--- src/wpf_pkg.sv ---
// shared types, codes and constants of the waypoint path follower
package wpf_pkg;

	localparam int WPF_MAX_WAYPOINTS = 64;
	localparam int WPF_CORDIC_STEPS  = 16;

	// configuration register indexes
	localparam logic [1:0] REG_PATH_LENGTH     = 2'd0;
	localparam logic [1:0] REG_ARRIVE_RADIUS   = 2'd1;
	localparam logic [1:0] REG_ANGLE_TOLERANCE = 2'd2;

	// item opcodes
	localparam logic OP_LOAD = 1'b0;
	localparam logic OP_TICK = 1'b1;

	// drive commands
	localparam logic [1:0] CMD_STOP    = 2'd0;
	localparam logic [1:0] CMD_FORWARD = 2'd1;
	localparam logic [1:0] CMD_RIGHT   = 2'd2;
	localparam logic [1:0] CMD_LEFT    = 2'd3;

	// pending turn codes
	localparam logic [1:0] TURN_NONE  = 2'd0;
	localparam logic [1:0] TURN_RIGHT = 2'd1;
	localparam logic [1:0] TURN_LEFT  = 2'd2;

	localparam logic [15:0] QUARTER_TURN = 16'd16384;

	// bearing in 1/65536 degree, two full turns of bias plus half a step of rounding
	localparam int DEG_HALF      = 11796480;
	localparam int ROUND_BIAS    = 47186100;
	// floor(v / 360) as (v * RECIP_360) >> RECIP_SHIFT, exact for v below 2^28
	localparam logic [26:0] RECIP_360 = 27'd95443718;
	localparam int RECIP_SHIFT   = 35;

	typedef enum logic [11:0] {
		ST_IDLE  = 12'b000000000001,
		ST_DIFF  = 12'b000000000010,
		ST_SQX   = 12'b000000000100,
		ST_SQY   = 12'b000000001000,
		ST_RAD   = 12'b000000010000,
		ST_CMP   = 12'b000000100000,
		ST_WAIT  = 12'b000001000000,
		ST_ROT   = 12'b000010000000,
		ST_SCALE = 12'b000100000000,
		ST_QUO   = 12'b001000000000,
		ST_TURN  = 12'b010000000000,
		ST_CMD   = 12'b100000000000
	} wpf_state_t;

	// atan(2^-i) in degrees times 65536
	function automatic logic [21:0] atan_deg(input logic [4:0] i);
		logic [21:0] r;
		case (i)
			5'd0:    r = 22'd2949120;
			5'd1:    r = 22'd1740967;
			5'd2:    r = 22'd919879;
			5'd3:    r = 22'd466945;
			5'd4:    r = 22'd234379;
			5'd5:    r = 22'd117304;
			5'd6:    r = 22'd58666;
			5'd7:    r = 22'd29335;
			5'd8:    r = 22'd14668;
			5'd9:    r = 22'd7334;
			5'd10:   r = 22'd3667;
			5'd11:   r = 22'd1833;
			5'd12:   r = 22'd917;
			5'd13:   r = 22'd458;
			5'd14:   r = 22'd229;
			5'd15:   r = 22'd115;
			5'd16:   r = 22'd57;
			5'd17:   r = 22'd29;
			5'd18:   r = 22'd14;
			5'd19:   r = 22'd7;
			5'd20:   r = 22'd4;
			5'd21:   r = 22'd2;
			5'd22:   r = 22'd1;
			default: r = 22'd0;
		endcase
		return r;
	endfunction

endpackage

--- src/wpf_ram.sv ---
// generic single-write, single-read ram with registered read data
module wpf_ram #(
	parameter int WIDTH = 32,
	parameter int DEPTH = 64
) (
	input  logic                     clk,
	input  logic                     we,
	input  logic [$clog2(DEPTH)-1:0] waddr,
	input  logic [WIDTH-1:0]         wdata,
	input  logic [$clog2(DEPTH)-1:0] raddr,
	output logic [WIDTH-1:0]         rdata
);

	logic [WIDTH-1:0] mem [DEPTH];

	always_ff @(posedge clk) begin
		if (we) begin
			mem[waddr] <= wdata;
		end
		rdata <= mem[raddr];
	end

endmodule

--- src/waypoint_path_follower.sv ---
// waypoint path follower: table of waypoints, arrival test, cordic bearing, turn choice
//
// channel   direction  handshake                   payload
// item      in         start, busy (start && !busy) opcode, waypoint_index, pos_x, pos_y,
//                                                   heading
// result    out        strobe, one cycle            drive_command, done_res, target_index
// config    in         cfg_we                       cfg_index, cfg_data
//
// a load item shows its result in the cycle after it is taken and never raises busy
// a tick with the target already at or past the path length goes straight to the command state
// a tick without arrival, or with arrival at the last waypoint, passes through the read,
//   three passes of the shared multiplier for dx^2, dy^2 and radius^2, the compare and the command
// a tick with arrival and a next waypoint goes on to read that waypoint, run the cordic loop
//   and scale the bearing, or skips both when the vehicle sits on that waypoint: the cordic
//   loop runs one rotation per cycle and the bearing scale reuses the multiplier
// strobe rises with the fall of busy; the receiver cannot stall, so nothing waits on it
// reset clears the control state and restores the register defaults; the waypoint
//   table is not cleared
module waypoint_path_follower import wpf_pkg::*; #(
	parameter int MAX_WAYPOINTS = WPF_MAX_WAYPOINTS,
	parameter int CORDIC_STEPS  = WPF_CORDIC_STEPS
) (
	input  logic               clk,
	input  logic               arst_n,
	input  logic               start,
	output logic               busy,
	input  logic               opcode,
	input  logic [5:0]         waypoint_index,
	input  logic signed [15:0] pos_x,
	input  logic signed [15:0] pos_y,
	input  logic [15:0]        heading,
	input  logic               cfg_we,
	input  logic [1:0]         cfg_index,
	input  logic [14:0]        cfg_data,
	output logic               strobe,
	output logic [1:0]         drive_command,
	output logic               done_res,
	output logic [6:0]         target_index
);

	localparam int ADDR_W = $clog2(MAX_WAYPOINTS);
	localparam int STEP_W = $clog2(CORDIC_STEPS);
	localparam int CW     = 28;   // cordic x and y
	localparam int ACC_W  = 27;   // angle accumulator, 1/65536 degree
	localparam int V_W    = 26;   // biased angle ahead of the divide by 360
	localparam int MUL_W  = 27;   // shared multiplier operands

	localparam logic signed [17:0] HALF_S = 18'sd32768;

	// control state
	wpf_state_t        state_q;
	logic              phase_q;      // 0 arrival check on current target, 1 bearing to next
	logic [STEP_W-1:0] step_q;
	logic [6:0]        plen_q;
	logic [14:0]       radius_q;
	logic [14:0]       tol_q;
	logic [6:0]        target_q;
	logic [15:0]       bearing_q;
	logic [1:0]        turn_q;
	logic [1:0]        last_cmd_q;
	logic              strobe_q;
	logic              done_q;

	// payload
	logic signed [15:0]      px_q;
	logic signed [15:0]      py_q;
	logic [15:0]             car_q;
	logic signed [16:0]      dx_q;
	logic signed [16:0]      dy_q;
	logic [32:0]             d2_q;
	logic [2*MUL_W-1:0]      prod_q;
	logic signed [CW-1:0]    x_q;
	logic signed [CW-1:0]    y_q;
	logic signed [ACC_W-1:0] acc_q;

	logic        accept;
	logic [6:0]  len_c;
	logic [31:0] slot_ext;
	logic [31:0] tgt_ext;
	logic        ram_we;
	logic [31:0] ram_rdata;

	assign accept   = start && (state_q == ST_IDLE);
	assign slot_ext = 32'(waypoint_index);
	assign tgt_ext  = 32'(target_q);
	// loads beyond the table are dropped
	assign ram_we   = accept && (opcode == OP_LOAD) && (slot_ext < 32'(MAX_WAYPOINTS));

	// path length saturates at the table depth
	assign len_c = (32'(plen_q) > 32'(MAX_WAYPOINTS)) ? 7'(MAX_WAYPOINTS) : plen_q;

	// x in the upper half, y in the lower; read address always follows the target
	wpf_ram #(
		.WIDTH(32),
		.DEPTH(MAX_WAYPOINTS)
	) u_table (
		.clk  (clk),
		.we   (ram_we),
		.waddr(slot_ext[ADDR_W-1:0]),
		.wdata({pos_x, pos_y}),
		.raddr(tgt_ext[ADDR_W-1:0]),
		.rdata(ram_rdata)
	);

	// offsets from the vehicle to the waypoint just read
	logic signed [15:0] wx_s;
	logic signed [15:0] wy_s;
	logic signed [16:0] dx_c;
	logic signed [16:0] dy_c;
	logic [15:0]        dx_abs;
	logic [15:0]        dy_abs;

	assign wx_s   = ram_rdata[31:16];
	assign wy_s   = ram_rdata[15:0];
	assign dx_c   = 17'(wx_s) - 17'(px_q);
	assign dy_c   = 17'(wy_s) - 17'(py_q);
	assign dx_abs = dx_q[16] ? 16'(-dx_q) : dx_q[15:0];
	assign dy_abs = dy_q[16] ? 16'(-dy_q) : dy_q[15:0];

	// cordic start: offsets scaled by 256, left half plane folded over by half a turn
	logic signed [CW-1:0]    xe_c;
	logic signed [CW-1:0]    ye_c;
	logic signed [CW-1:0]    x_init;
	logic signed [CW-1:0]    y_init;
	logic signed [ACC_W-1:0] acc_init;
	logic                    zero_off;

	assign xe_c     = CW'(dx_c) <<< 8;
	assign ye_c     = CW'(dy_c) <<< 8;
	assign x_init   = dx_c[16] ? -xe_c : xe_c;
	assign y_init   = dx_c[16] ? -ye_c : ye_c;
	assign acc_init = dx_c[16] ? ACC_W'(DEG_HALF) : '0;
	assign zero_off = (dx_c == 17'sd0) && (dy_c == 17'sd0);

	// one rotation of the shared cordic step
	logic signed [CW-1:0]    xs_c;
	logic signed [CW-1:0]    ys_c;
	logic signed [ACC_W-1:0] tab_s;

	assign xs_c  = x_q >>> step_q;
	assign ys_c  = y_q >>> step_q;
	assign tab_s = ACC_W'($signed({1'b0, atan_deg(5'(step_q))}));

	// biased angle for the divide by 360
	logic signed [ACC_W:0] v_sum;

	assign v_sum = (ACC_W+1)'(acc_q) + (ACC_W+1)'(ROUND_BIAS);

	// shared multiplier operand select
	logic [MUL_W-1:0] mul_a;
	logic [MUL_W-1:0] mul_b;

	always_comb begin
		case (state_q)
			ST_SQX: begin
				mul_a = MUL_W'(dx_abs);
				mul_b = MUL_W'(dx_abs);
			end
			ST_SQY: begin
				mul_a = MUL_W'(dy_abs);
				mul_b = MUL_W'(dy_abs);
			end
			ST_RAD: begin
				mul_a = MUL_W'(radius_q);
				mul_b = MUL_W'(radius_q);
			end
			ST_SCALE: begin
				mul_a = MUL_W'(v_sum[V_W-1:0]);
				mul_b = RECIP_360;
			end
			default: begin
				mul_a = '0;
				mul_b = '0;
			end
		endcase
	end

	// unwrapped heading error and the turn and command decisions
	logic signed [17:0] da_c;
	logic signed [17:0] da_abs;
	logic signed [17:0] tol_s;
	logic               go_right;
	logic               go_left;
	logic               turning;
	logic [1:0]         cmd_c;

	assign da_c     = $signed({2'b00, bearing_q}) - $signed({2'b00, car_q});
	assign da_abs   = da_c[17] ? -da_c : da_c;
	assign tol_s    = $signed({3'b000, tol_q});
	assign go_right = ((da_c > tol_s) && (da_c < HALF_S)) || (da_c < -HALF_S);
	assign go_left  = ((da_c < -tol_s) && (da_c > -HALF_S)) || (da_c > HALF_S);
	assign turning  = (turn_q == TURN_RIGHT) || (turn_q == TURN_LEFT);

	always_comb begin
		if (target_q >= len_c) begin
			cmd_c = CMD_STOP;
		end else if (turning && (da_abs > tol_s)) begin
			cmd_c = (turn_q == TURN_RIGHT) ? CMD_RIGHT : CMD_LEFT;
		end else begin
			cmd_c = CMD_FORWARD;
		end
	end

	// sequencer and control registers
	always_ff @(posedge clk or negedge arst_n) begin
		if (!arst_n) begin
			state_q    <= ST_IDLE;
			phase_q    <= 1'b0;
			step_q     <= '0;
			plen_q     <= 7'd0;
			radius_q   <= 15'd77;
			tol_q      <= 15'd782;
			target_q   <= 7'd0;
			bearing_q  <= 16'd0;
			turn_q     <= TURN_NONE;
			last_cmd_q <= CMD_STOP;
			strobe_q   <= 1'b0;
			done_q     <= 1'b0;
		end else begin
			strobe_q <= 1'b0;
			if (cfg_we) begin
				case (cfg_index)
					REG_PATH_LENGTH:     plen_q   <= cfg_data[6:0];
					REG_ARRIVE_RADIUS:   radius_q <= cfg_data;
					REG_ANGLE_TOLERANCE: tol_q    <= cfg_data;
					default: ;
				endcase
			end
			case (state_q)
				ST_IDLE: begin
					if (start) begin
						if (opcode == OP_LOAD) begin
							// a load reports the current status right away
							strobe_q <= 1'b1;
							done_q   <= (target_q >= len_c);
						end else begin
							phase_q <= 1'b0;
							state_q <= (target_q < len_c) ? ST_DIFF : ST_CMD;
						end
					end
				end
				ST_DIFF: begin
					if (!phase_q) begin
						state_q <= ST_SQX;
					end else if (zero_off) begin
						// coincident points have bearing zero
						bearing_q <= 16'd0;
						state_q   <= ST_TURN;
					end else begin
						step_q  <= '0;
						state_q <= ST_ROT;
					end
				end
				ST_SQX: state_q <= ST_SQY;
				ST_SQY: state_q <= ST_RAD;
				ST_RAD: state_q <= ST_CMP;
				ST_CMP: begin
					// product register holds radius squared here
					if (d2_q < 33'(prod_q[29:0])) begin
						target_q <= target_q + 7'd1;
						if ((target_q + 7'd1) < len_c) begin
							phase_q <= 1'b1;
							state_q <= ST_WAIT;
						end else begin
							state_q <= ST_CMD;
						end
					end else begin
						state_q <= ST_CMD;
					end
				end
				// table read of the new target
				ST_WAIT: state_q <= ST_DIFF;
				ST_ROT: begin
					step_q <= step_q + 1'b1;
					if (step_q == STEP_W'(CORDIC_STEPS - 1)) begin
						state_q <= ST_SCALE;
					end
				end
				ST_SCALE: state_q <= ST_QUO;
				ST_QUO: begin
					bearing_q <= prod_q[RECIP_SHIFT+15:RECIP_SHIFT];
					state_q   <= ST_TURN;
				end
				ST_TURN: begin
					if (go_right) begin
						turn_q <= TURN_RIGHT;
					end else if (go_left) begin
						turn_q <= TURN_LEFT;
					end else begin
						turn_q <= TURN_NONE;
					end
					state_q <= ST_CMD;
				end
				ST_CMD: begin
					last_cmd_q <= cmd_c;
					// heading inside the dead band ends the pending turn
					if ((target_q < len_c) && turning && !(da_abs > tol_s)) begin
						turn_q <= TURN_NONE;
					end
					strobe_q <= 1'b1;
					done_q   <= (target_q >= len_c);
					state_q  <= ST_IDLE;
				end
				default: state_q <= ST_IDLE;
			endcase
		end
	end

	// datapath registers
	always_ff @(posedge clk) begin
		prod_q <= mul_a * mul_b;
		if (accept) begin
			px_q  <= pos_x;
			py_q  <= pos_y;
			car_q <= heading + QUARTER_TURN;
		end
		case (state_q)
			ST_DIFF: begin
				if (!phase_q) begin
					dx_q <= dx_c;
					dy_q <= dy_c;
				end else begin
					x_q   <= x_init;
					y_q   <= y_init;
					acc_q <= acc_init;
				end
			end
			ST_SQY: d2_q <= 33'(prod_q[31:0]);
			ST_RAD: d2_q <= d2_q + 33'(prod_q[31:0]);
			ST_ROT: begin
				if (y_q > 0) begin
					x_q   <= x_q + ys_c;
					y_q   <= y_q - xs_c;
					acc_q <= acc_q + tab_s;
				end else begin
					x_q   <= x_q - ys_c;
					y_q   <= y_q + xs_c;
					acc_q <= acc_q - tab_s;
				end
			end
			default: ;
		endcase
	end

	assign busy          = (state_q != ST_IDLE);
	assign strobe        = strobe_q;
	assign drive_command = last_cmd_q;
	assign done_res      = done_q;
	assign target_index  = target_q;

endmodule

--- config.mk ---
export PLATFORM = sky130hd
export DESIGN_NAME = waypoint_path_follower
export DESIGN_NICKNAME = d
export VERILOG_FILES = /design/src/wpf_pkg.sv /design/src/wpf_ram.sv /design/src/waypoint_path_follower.sv
export SDC_FILE = /design/constraint.sdc
export NUM_CORES = 2
export LEC_CHECK = 0
export CAP_MARGIN = 15
export CELL_PAD_IN_SITES_DETAIL_PLACEMENT = 1
export CELL_PAD_IN_SITES_GLOBAL_PLACEMENT = 1
export CORE_MARGIN = 5
export CORE_UTILIZATION = 47
export CTS_CLUSTER_DIAMETER = 120
export CTS_CLUSTER_SIZE = 8
export DETAILED_ROUTE_END_ITERATION = 10
export DONT_BUFFER_PORTS = 1
export PLACE_DENSITY_LB_ADDON = 0.25
export SYNTH_ARGS = -nofsm -noshare
export SYNTH_HDL_FRONTEND = slang
export SYNTH_SLANG_ARGS = --single-unit
--- constraint.sdc ---
create_clock -name clk -period 10.55 [get_ports clk]
set_clock_uncertainty 0.2 [all_clocks]
set_input_delay 2.11 -clock clk [delete_from_list [all_inputs] [get_ports clk]]
set_output_delay 2.11 -clock clk [all_outputs]
set_load 0.005 [all_outputs]
Word-level counts from Yosys, hierarchy flattened
Memories as Yosys holds them, arrays and structs flattened. A register that Yosys moved wholly into a read port is not among the register bits.
Cells that the tools add are included.
- output and inout bits: 12
- bits in read-only memories: 352
- bits in registers: 332
- memories kept: 2
- logic and storage cells: 179
- memory bits (writable): 2048
- input port bits: 76
- eq/ne operators: 28
- bitwise gates (word level): 2
- shift-type cells: 2
- reductions and logical operators: 34
- add/sub/neg operators: 20
- multiplexer cells: 54
- magnitude comparators: 14
- multiply operators: 1
- memory list (name ; depth ; bits a word ; rd ports ; clocked after Yosys merged registers in ; wr ports ; line ; text):
    u_table.mem ; 64 ; 32 ; 1 ; 1 ; 1 ; wpf_ram.sv:14 ; logic [WIDTH-1:0] mem [DEPTH];
    (no name shown) ; 16 ; 22 ; 1 ; 0 ; 0 ; wpf_pkg.sv:54 ; case (i)
- operators by type and width (kind ; count):
    $mux 28 ; 6
    $pmux 12 s11 ; 1
    $pmux 28 s2 ; 2
    $pmux 27 s4 ; 1
    $pmux 26 s4 ; 1
    $mux 12 ; 6
    $pmux 33 s2 ; 1
    $mux 16 ; 4
    $add 28x28->28 ; 2
    $neg 25->28 ; 2
    $sshr 28x4->28 ; 2
    $sub 28x28->28 ; 2
    $mux 27 ; 2
    $pmux 27 s2 ; 1
    $mul 26x27->51 ; 1
    $sub 16x16->17 ; 3
    $logic_not 17->1 ; 2
    $add 33x32->33 ; 1
    $lt 33x30->1 ; 1
    $neg 16->16 ; 2
    $pmux 16 s2 ; 1
    $gt 28x1->1 const B ; 1
    $add 27x23->27 ; 1
    $sub 27x23->27 ; 1
    53 further kinds ; 108

Longest topological paths before layout
- word-level depth: 8
- mapped depth: 37

Cells and area by module
Synthesis repeated with hierarchy kept, for this count alone.
- cell total of the unflattened synthesis: 8539
- area, all modules: 124992.4 µm²
- by module, submodules not included (module ; instances ; cells an instance ; seq. area each (µm²) ; area an instance (µm²)):
    wpf_ram ; 1 ; 3324 ; 62139.6 ; 78515.3
    waypoint_path_follower ; 1 ; 5215 ; 8966.1 ; 46477.1

Least setup slack after synthesis
OpenSTA, ideal clock, no wires.
- path type: register to register
- start: reg state_q[8]
- end: reg prod_q[49]
- setup slack: 1.676 ns
- cell stages (with the launch flop): 32
- clock period less this slack: 8.874 ns
- buffers on the path: 2
- arrival: 8.547 ns
- path through: dfrtp_1 > or4_1 > nor4b_1 > nand4b_1 > inv_1 > buf_2 > a211o_1 > inv_1 > nand2_1 > clkbuf_1 > nand2_1 > fa_1 > fa_1 > inv_1 > fa_1 > ha_1 > inv_1 > fa_1 > inv_1 > fa_1 > fa_1 > ha_1 > a21o_1 > a21o_1 > a221o_1 > a21oi_1 > a21oi_1 > a31oi_1 > o21ai_0 > a221oi_1 > o21ai_0 > xor2_1
- word-level cells in the longest chain between the ends: 3
- elaborated cells between the ends (all ways): 7
- classes of those cells: mul (1); eq/ne (4); mux (2)
- ends and longest elaborated chain (item ; line ; text):
    from (decl) ; waypoint_path_follower.sv:51 ; wpf_state_t state_q;
    from (signal assigned) ; waypoint_path_follower.sv:238 ; state_q <= (target_q < len_c) ? ST_DIFF : ST_CMD;
    $eq 12x9->1, or another cell as far along ; waypoint_path_follower.sv:154 ; case (state_q)
    $pmux 26 s4 / $pmux 27 s4 (equally long branches) ; waypoint_path_follower.sv:154 ;
    $mul 26x27->51 (*) ; waypoint_path_follower.sv:311 ; prod_q <= mul_a * mul_b;
    to (signal assigned) ; waypoint_path_follower.sv:311 ;
    to (decl) ; waypoint_path_follower.sv:71 ; logic [2*MUL_W-1:0] prod_q;
Every way passes the cells marked *; elsewhere a longest branch is shown, timed or not.
A chain may end at the register's enable or synchronous reset.

Worst setup path after layout
Ends and elaborated chain as after synthesis.

==> impl_metrics.tcl <==
set metrics [dict create \
    status "complete, no violations" \
    core_area_um2 266000 \
    fin_cells 13059 \
    globalRouteOverflowTotal 0 \
    detail-route-antenna-nets 0 \
    cts_tree "yes" \
    start_util_pct 47.3 \
    p_leak_nw 50.0 \
    setup_tns_ns 0 \
    rsz0062_at_grt "no" \
    wl_per_cell_um 29.5 \
    critical_path_buf_inv_count 11 \
    async_flop_share_pct 3.45 \
    synth_top_family_by_area "adder cells" \
    p_per_area_nw_per_um2 184 \
    worst_pin_slew_ns 1.19 \
    gr-usage-all-layers_pct 27.2 \
    holdBufCountCts 0 \
    cp_slowest_cell "or4_1" \
    nNetsFinal 10419 \
    grt_pass1_vias 85571 \
    muxShareOfSynthArea_pct 10.6 \
    critPathCaptureType "register" \
    drt-initial-drc-count 7156 \
    setup_viol 0 \
    place_area_um2 131000 \
    crit_family "adder cells" \
    postCtsSetupRepairBufs 0 \
    gp_congestion 0.910 \
    irDropWorstVdd_mv 0.158 \
    grt_pass1_wl_um 567000 \
    final_area_um2 140000 \
    critPathMostFrequentCell "inv_1" \
    synth_fa_ha_area_share_pct 12.3 \
    ioPinCount 88 \
    place_hpwl_um 246000 \
    cp_data_arrival_time_ns 10.63 \
    cts_buffers 340 \
    startpoint_type "register" \
    clkTransAtPathRegs_ns 0.05 \
    yosysWarnings 0 \
    cap_violations 0 \
    dieWidth_um 527 \
    grt_antenna_before_repair 27 \
    drt-vias-per-instance 6.07 \
    cts.path.max_buffers 4 \
    total_power_mw 25.8 \
    hold_violations 0 \
    clock_latency_ns 0.99 \
    ys_ff_latch 2408 \
    fp.dieH_um 527 \
    syn_area_um2 126000 \
    synth.avg_cell_area_um2 13.7 \
    crit_type "reg2reg" \
    syn2layout_area_growth_pct 11.8 \
    fmax_mhz 99.3 \
    cts_resized 0 \
    seq_area_frac_synth_pct 56.6 \
    required_ns 11.11 \
    cpPeakStageDelay_ns 0.61 \
    rows 189 \
    post-route-period-util_pct 95.5 \
    drive_gt1_share_pct 12.7 \
    vias 79235 \
    fin_util_pct 52.9 \
    die-area_um2 278000 \
    hp-class "reg2reg" \
    synthSimpleGateAreaFrac_pct 5.66 \
    worstPathMaxFanout 11 \
    wl_um 385000 \
    ys.flop_type "edfxtp_1" \
    cts_sinks 2408 \
    drv_slew 0 \
    synth.area.top_cells "edfxtp_1 (54%), fa_1 (7.2%), mux4_2 (5.7%)" \
    synth_top_cell_by_area "edfxtp_1" \
    cts_root_buf "clkbuf_16" \
    synth_top_area_share_pct 53.7 \
    io_buffers 0 \
    layout.area.seq_um2 71100 \
    post_synth_num_cell_types 102 \
    maxSlewHeadroom_pct 20.3 \
    synth_edf_count 2245 \
    drc 0 \
    synth_compound_area_share_pct 8.43 \
    dp.cells 12571 \
    dr.pass1.iters 6 \
    min_period_ns 10.07 \
    synthCells 9145 \
    fillers 25925 \
    synthXorXnorAreaFrac_pct 2.46 \
    grt_max_degree 108 \
    cts-htree-levels 5 \
    multi_input_area_um2 50500 \
]
-- kinds of logic (layout without fill, tap and decap cells) --
kind of cell / count (synthesis) / in the layout
flops: 2408 / 2408
compound gates: 1695 / 1695
simple gates: 1533 / 1533
buf+inv: 1276 / 1545
fa+ha+maj: 963 / 963
mux: 917 / 917
xor+xnor: 351 / 351
other cells: 2 / 114
-- state kept, by name (all words and copies together), names as in the netlist, 17 cells and up --
signal         flops
y_q               28
acc_q             26
prod_q            48
dy_q              17
d2_q              33
u_table.mem     2048
u_table.rdata     32
dx_q              17
x_q               28
-- cell usage in the layout, fill, tap and decap left out, types with 21 or more instances in the layout --
| cell type | count |
|---|---|
| a211oi_1 | 59 |
| a21o_1 | 95 |
| a21oi_1 | 590 |
| a22o_1 | 21 |
| a31oi_1 | 40 |
| and2_1 | 40 |
| and3_1 | 23 |
| buf_4 | 170 |
| clkbuf_1 | 92 |
| clkbuf_16 | 340 |
| conb_1 | 90 |
| dfrtp_1 | 64 |
| dfxtp_1 | 80 |
| diode_2 | 24 |
| edfxtp_1 | 2245 |
| fa_1 | 449 |
| ha_1 | 514 |
| inv_1 | 894 |
| mux2_2 | 180 |
| mux2i_1 | 419 |
| mux4_2 | 316 |
| nand2_1 | 389 |
| nand2b_1 | 80 |
| nand3_1 | 76 |
| nand4_1 | 35 |
| nor2_1 | 508 |
| nor2_4 | 64 |
| nor2b_1 | 46 |
| nor3_1 | 127 |
| nor4_1 | 32 |
| o211ai_1 | 25 |
| o21a_1 | 43 |
| o21ai_0 | 347 |
| o21bai_1 | 26 |
| o221ai_1 | 133 |
| o22ai_1 | 138 |
| o31ai_1 | 35 |
| xnor2_1 | 198 |
| xor2_1 | 151 |
-- stage by stage --
| stage | hold slack [ns] | worst slack (ns) |
|---|---|---|
| finish | 0.251 | 0.477 |
| detailed placement | 0.244 | 0.346 |
| global placement | 0.239 | 0.373 |
| global route | 0.261 | 0.00515 |
| floorplan | 0.232 | 1.68 |
| CTS | 0.252 | 0.281 |
-- routing by layer --
| metal | global-route usage (%) | part of all wire [%] | vias up |
|---|---|---|---|
| li1 | - | - | 34216 |
| met1 | 34.3 | 39 | 41264 |
| met2 | 47.5 | 51 | 2949 |
| met3 | 3.93 | 6.2 | 796 |
| met4 | 11.0 | 4.5 | 10 |
| met5 | 0 | 0.016 | - |
-- worst reg2reg max path: cells and delay by family (launching register included) --
family | cells | cell delay, ns
AOI/OAI and AO/OA | 8 | 1.95
adders and majority gates | 8 | 3.66
xor gates and xnor gates | 1 | 0.16
buffers and inverters | 11 | 1.17
DFF | 1 | 0.43
and+or+nand+nor | 8 | 2.36
-- layout make-up --
type,count,share of cell area [%]
clock buffers,432,6.31
repair buffers,177,1.01
diodes,24,0.0428
well taps,3533,3.15
flip-flops and latches,2408,50.7
multi-input cells,5549,35.9
inverters,904,2.42
clock inverters,32,0.465
-- cells in the mapped netlist (all sizes together), types with 133 or more instances --
master / instances
edfxtp: 2245
inv: 902
a21oi: 592
nor2: 573
ha: 514
fa: 449
mux2i: 421
nand2: 393
o21ai: 353
mux4: 316
clkbuf: 254
xnor2: 199
mux2: 180
xor2: 151
o22ai: 138
o221ai: 133
-- path summary, 6_finish.rpt --
kind | startpoint | to | slack (ns) | cells past startpoint
min in group asynchronous | arst_n | step_q[3]$_DFFE_PN0P_ | 0.66 | 0
max in group asynchronous | arst_n | tol_q[2]$_DFFE_PN1P_ | 9.01 | 0
max reg2reg | state_q[8]$_DFFE_PN0P_ | prod_q[49]$_DFF_P_ | 0.48 | 36
max | state_q[8]$_DFFE_PN0P_ | prod_q[49]$_DFF_P_ | 0.48 | 36
min | prod_q[49]$_DFF_P_ | bearing_q[14]$_DFFE_PN0P_ | 0.25 | 1
min reg2reg | prod_q[49]$_DFF_P_ | bearing_q[14]$_DFFE_PN0P_ | 0.25 | 1
-- report_power, final --
part	internal, mW	total (mW)	switching, mW
combinational	1.85	4.90	3.05
sequential	10.7	10.9	0.147
clock	5.87	10.0	4.15
Power figures use the tool's default switching activity.
